### src/sv/gcn_pkg.sv
// shared constants for the geodesic cell neighbor block
`default_nettype none
package gcn_pkg;

   // fixed field widths
   localparam int CELL_W  = 16;
   localparam int FREQ_W  = 7;
   localparam int COUNT_W = 3;

   // default largest frequency the datapath is sized for
   localparam int DEFAULT_MAX_FREQUENCY = 64;

   // neighbor counts
   localparam logic [COUNT_W-1:0] COUNT_NONE = 3'd0;
   localparam logic [COUNT_W-1:0] COUNT_PENT = 3'd5;
   localparam logic [COUNT_W-1:0] COUNT_HEX  = 3'd6;

   // direction pattern codes: {mid, bot, top, rem_zero}
   localparam logic [3:0] HALF_TOP         = 4'd2;
   localparam logic [3:0] HALF_TOP_CORNER  = 4'd3;
   localparam logic [3:0] HALF_BOT_CORNER  = 4'd5;
   localparam logic [3:0] HALF_N_EDGE      = 4'd10;
   localparam logic [3:0] HALF_N_CORNER    = 4'd11;
   localparam logic [3:0] HALF_2N_CORNER   = 4'd13;

endpackage
`default_nettype wire

### src/sv/gcn_row_search.sv
// pipelined binary search for the row that holds a cell index
`default_nettype none
module gcn_row_search #(
   parameter int MAX_FREQUENCY = gcn_pkg::DEFAULT_MAX_FREQUENCY
) (
   input  wire logic                                             clock,
   input  wire logic                                             reset,
   input  wire logic                                             in_valid,
   input  wire logic [gcn_pkg::CELL_W-1:0]                       in_cell,
   input  wire logic [$clog2(MAX_FREQUENCY+1)-1:0]               in_n,
   output logic                                                  out_valid,
   output logic [gcn_pkg::CELL_W-1:0]                            out_cell,
   output logic [$clog2(MAX_FREQUENCY+1)-1:0]                    out_n,
   output logic [((($clog2(10*MAX_FREQUENCY*MAX_FREQUENCY+2) > 16) ?
                   $clog2(10*MAX_FREQUENCY*MAX_FREQUENCY+2) : 16) + 1)-1:0] out_tot1,
   output logic [$clog2(3*MAX_FREQUENCY+1)-1:0]                  out_row,
   output logic [((($clog2(10*MAX_FREQUENCY*MAX_FREQUENCY+2) > 16) ?
                   $clog2(10*MAX_FREQUENCY*MAX_FREQUENCY+2) : 16) + 1)-1:0] out_start
);
   import gcn_pkg::*;

   localparam int N_W   = $clog2(MAX_FREQUENCY+1);
   localparam int ROW_W = $clog2(3*MAX_FREQUENCY+1);
   localparam int TOT_W = $clog2(10*MAX_FREQUENCY*MAX_FREQUENCY+2);
   localparam int IW    = ((TOT_W > 16) ? TOT_W : 16) + 1;
   localparam int SQ_W  = 2*N_W;

   logic              v_ff    [0:ROW_W];
   logic [CELL_W-1:0] cell_ff [0:ROW_W];
   logic [N_W-1:0]    n_ff    [0:ROW_W];
   logic [IW-1:0]     tot1_ff [0:ROW_W];
   logic [IW-1:0]     sn_ff   [0:ROW_W];
   logic [ROW_W-1:0]  row_ff  [0:ROW_W];
   logic [IW-1:0]     rs_ff   [0:ROW_W];

   logic [SQ_W-1:0]   sq;
   logic [IW-1:0]     sq_ext;
   logic [IW-1:0]     n_ext_iw;
   logic [IW-1:0]     tot1_in;
   logic [IW-1:0]     sn_in;

   // grid constants per transaction: 10n^2+1 and the start of row n
   always_comb begin
      sq       = SQ_W'(in_n) * SQ_W'(in_n);
      sq_ext   = IW'(sq);
      n_ext_iw = IW'(in_n);
      tot1_in  = (sq_ext << 3) + (sq_ext << 1) + IW'(1);
      sn_in    = IW'(1) + (((sq_ext << 2) + sq_ext - (n_ext_iw << 2) - n_ext_iw) >> 1);
   end

   // entry stage
   always_ff @(posedge clock) begin
      if (reset) begin
         v_ff[0] <= 1'b0;
      end else begin
         v_ff[0] <= in_valid;
      end
      cell_ff[0] <= in_cell;
      n_ff[0]    <= in_n;
      tot1_ff[0] <= tot1_in;
      sn_ff[0]   <= sn_in;
      row_ff[0]  <= '0;
      rs_ff[0]   <= '0;
   end

   // one row bit decided per stage, most significant first
   for (genvar s = 0; s < ROW_W; s++) begin : g_stage
      localparam int BIT = ROW_W - 1 - s;
      logic [ROW_W-1:0]     cand;
      logic [ROW_W-1:0]     n_ext;
      logic [ROW_W-1:0]     n3;
      logic [ROW_W-1:0]     x;
      logic [2*ROW_W-1:0]   p;
      logic [IW-1:0]        h;
      logic [IW-1:0]        n5;
      logic [IW-1:0]        mid_start;
      logic [IW-1:0]        st;
      logic                 take;

      // start of the candidate row, piecewise over cap, band and cap
      always_comb begin
         cand      = row_ff[s] | (ROW_W'(1) << BIT);
         n_ext     = ROW_W'(n_ff[s]);
         n3        = n_ext + (n_ext << 1);
         x         = (cand <= n_ext) ? cand : (n3 - cand + ROW_W'(1));
         p         = (2*ROW_W)'(x) * (2*ROW_W)'(x - ROW_W'(1));
         h         = IW'((((2*ROW_W+3)'(p) << 2) + (2*ROW_W+3)'(p)) >> 1);
         n5        = (IW'(n_ff[s]) << 2) + IW'(n_ff[s]);
         mid_start = sn_ff[s] + IW'(n5 * IW'(cand - n_ext));
         if (cand <= n_ext) begin
            st = IW'(1) + h;
         end else if (cand <= (n_ext << 1)) begin
            st = mid_start;
         end else begin
            st = tot1_ff[s] - h;
         end
         take = (cand <= n3) && (st <= IW'(cell_ff[s]));
      end

      always_ff @(posedge clock) begin
         if (reset) begin
            v_ff[s+1] <= 1'b0;
         end else begin
            v_ff[s+1] <= v_ff[s];
         end
         cell_ff[s+1] <= cell_ff[s];
         n_ff[s+1]    <= n_ff[s];
         tot1_ff[s+1] <= tot1_ff[s];
         sn_ff[s+1]   <= sn_ff[s];
         row_ff[s+1]  <= take ? cand : row_ff[s];
         rs_ff[s+1]   <= take ? st : rs_ff[s];
      end
   end

   assign out_valid = v_ff[ROW_W];
   assign out_cell  = cell_ff[ROW_W];
   assign out_n     = n_ff[ROW_W];
   assign out_tot1  = tot1_ff[ROW_W];
   assign out_row   = row_ff[ROW_W];
   assign out_start = rs_ff[ROW_W];

endmodule
`default_nettype wire

### config.mk
export PLATFORM = sky130hd
export DESIGN_NAME = gcn_row_search
export DESIGN_NICKNAME = d
export VERILOG_FILES = /design/src/sv/gcn_pkg.sv /design/src/sv/gcn_row_search.sv
export SDC_FILE = /design/constraint.sdc
export NUM_CORES = 2
export LEC_CHECK = 0
export BUFFER_PORTS_ARGS = -buffer_cell sky130_fd_sc_hd__buf_2
export CAP_MARGIN = 40
export CORE_UTILIZATION = 33
export CTS_BUF_LIST = sky130_fd_sc_hd__clkbuf_8 sky130_fd_sc_hd__clkbuf_16
export DETAILED_ROUTE_END_ITERATION = 7
export GPL_TIMING_DRIVEN = 0
export SLEW_MARGIN = 40
export SYNTH_ARGS = -nofsm -noshare
export SYNTH_HDL_FRONTEND = slang
export SYNTH_SLANG_ARGS = --single-unit
### constraint.sdc
create_clock -name clock -period 16.5 [get_ports clock]
set_input_delay 0 -clock clock [delete_from_list [all_inputs] [get_ports clock]]
set_output_delay 0 -clock clock [all_outputs]
set_load 0.01 [all_outputs]
==> impl_metrics.csv <==
group,metric,value,unit
clock_tree,clkTransAtPathRegs,0.06,ns
sta,finalSetupTns,0,ns
die,dieWidth,520,µm
sta,finalSetupViolCount,0,
clock_tree,cts_inserted_buffers,74,
yosys,ys_top_cells_by_area,"fa_1 22%, ha_1 21%, dfxtp_1 15%",
critical_path,worstSetupEndpointType,"flip-flop",
yosys,syn_inst,9944,
yosys,ys_types,101,
sta,fmax,67.0,MHz
clock_tree,h-tree-depth,3,
die,die_h,520,µm
grt,use_met1,23.7,%
grt,gr-usage-all-layers,17.5,%
placement,gp_congestion,0.924,
detailed_routing,first_pass_iters,6,
die,initial_core_util,33.3,%
yosys,synth_top_area_cell,"fa_1",
sta,fin_crit_sh,90.5,%
clock_tree,cts_buffer_depth,3,
yosys,synth_top_area_share,21.8,%
clock_tree,root_buffer,"clkbuf_16",
detailed_routing,first_iter_violations,4081,
detailed_routing,wl_per_cell,17.0,µm
yosys,synthFlopType,"dfxtp_1",
critical_path,criticalPathCategory,"flip-flop to flip-flop",
sta,setup_ws,1.57,ns
yosys,synth-seq-cells,650,
flow_run,max-cap-violations,0,
hold_path,min_path_type,"input port to flip-flop",
grt,grt_pass1_vias,66943,
detailed_routing,routed_via_density,4.83,
critical_path,cpPeakStageDelay,0.68,ns
detailed_routing,drc,0,
sta,finalCriticalPeriod,14.93,ns
die,io_pins,92,
yosys,synth-edff-count,0,
critical_path,critPathLaunchType,"flip-flop",
die,rows,189,
detailed_routing,wl,234000,µm
critical_path,crit_start,"row_ff[0][57]",
critical_path,r2r_start,"row_ff[0][57]",
grt,grt_util_met3,1.53,%
detailed_routing,antenna_left,0,
detailed_routing,vias,66450,
yosys,synthTopCellsByCount,"1705 x inv_1, 1494 x ha_1, 966 x fa_1",
run_status,status,"completed",
clock_tree,ctsResizeCount,0,
cells_and_area,areaGrowthSynthToFinish,9.42,%
sta,rsz0062_at_grt,"false",
sta,finClkSkew,0.0295,ns
cells_and_area,final_nets,12649,
grt,top_usage_layer,"met2",
clock_tree,clkLatencyLatePin,0.68,ns
sta,hold_viol,0,
cells_and_area,drive_gt1_share,5.69,%
die,core,0.266,mm²
sta,drv_slew,0,
grt,antenna_found_initial,6,
sta,worst_slew_pin_slew,0.867,ns
yosys,synth-async-reset-ratio,0,%
critical_path,arrival,15.49,ns
critical_path,critPathSlowestCell,"o21bai_1",
yosys,yosysWarnings,0,
yosys,ys_seq_area_share,14.7,%
yosys,synth.most_common_cell,"inv_1",
critical_path,crit_path_frequent_cell,"ha_1",
placement,port_buffers,89,
grt,overflow,0,
grt,grt_max_degree,18,
placement,dpl.hpwl,202000,µm
yosys,syn_area_per_cell,8.90,µm²
clock_tree,cts_tree,"built",
hold_path,hold_start,"in_n[0]",
critical_path,critPathRequiredTime,17.05,ns
yosys,synthesis.area,0.0885,mm²
grt,grt_pass1_wl,375000,µm
clock_tree,cts.sinks,650,
placement,pre_cts_slack,1.36,ns
critical_path,critPathMaxFanout,10,
sta,maxSlewHeadroom,42.1,%
die,die-area,0.270,mm²
grt,met2_usage,29.4,%
-- final cells by class --
type                       count  area (µm²)
antenna                        9        22.5
fill                       27313      169000
sequential                   650       13000
inverter                    1713        6430
timing repair buffer         131         866
buffer                       168         863
multi-input combinational   7425       68600
clock inverter                54         641
clock buffer                  84        2020
tap                         3533        4420
-- flip-flops by register name, indices dropped and copies added, names as in the netlist --
signal   count
cell_ff    144
n_ff        63
row_ff      36
tot1_ff    126
rs_ff      136
v_ff         9
sn_ff      136
-- path summary, 6_finish.rpt --
path / to / slack, ns / depth (start not counted)
min: n_ff[0][0] / 0.08 / 2
min reg2reg: cell_ff[0][134] / 0.35 / 0
max reg2reg: rs_ff[0][148] / 1.57 / 48
max: rs_ff[0][148] / 1.57 / 48
-- metrics by stage --
| stage | utilization (%) | std cells | instance area [µm²] | hold slack (ns) |
|---|---|---|---|---|
| floorplan | - | 9956 | 88600 | 0.0277 |
| global placement | 35.1 | 13578 | 93500 | 0.102 |
| detailed placement | 35.2 | 13578 | 93600 | 0.104 |
| CTS | 36.4 | 13758 | 96700 | 0.0508 |
| global route | 36.4 | 13760 | 96900 | 0.0670 |
| finish | 36.4 | 13767 | 96900 | 0.0825 |
-- logic make-up (layout without fill, tap and decap cells) --
group                    count (synthesis)  in the layout  synth area share (%)
AO/OA/AOI/OAI                         1488           1488                  10.8
XOR/XNOR                               799            799                  8.04
adder cells (fa/ha/maj)               2461           2461                  43.0
buffers and inverters                 1881           2150                  8.24
flip-flops                             650            650                  14.7
multiplexers                           144            144                  1.81
other                                    2             23               0.00848
AND/OR/NAND/NOR                       2519           2519                  13.5
-- cells in the final DEF, fill, tap and decap left out, types with 134 or more instances in the layout --
master,n
xor2_1,206
o21ai_0,282
ha_1,1494
xnor2_1,551
nor3_1,134
nand2b_1,142
fa_1,966
nand2_1,702
a21o_1,155
a21oi_1,475
and2_1,181
inv_1,1708
dfxtp_1,649
nor2_1,757
-- metal layers --
metal	up-vias	share of wire, %
met5	-	0.0055
met2	1420	46
met1	31924	46
li1	32776	-
met4	2	3.5
met3	328	4.2
-- repair_timing --
item,4_1_cts,5_1_grt
endpoints found under the hold margin,36,0
buffers inserted,0,0
hold buffers,42,0
-- worst max-delay path, delay by kind of cell (launching register included) --
family | cells | cell delay (ns)
adder cells (fa/ha/maj) | 11 | 4.12
AO/OA/AOI/OAI | 19 | 5.02
flip-flops | 1 | 0.59
multiplexers | 1 | 0.36
buffers and inverters | 7 | 1.66
AND/OR/NAND/NOR | 7 | 2.34
XOR/XNOR | 3 | 0.70
Power is left out: the tool's default activity adds up to more than one toggle a clock period on the data nets, which glitch-free logic cannot reach.
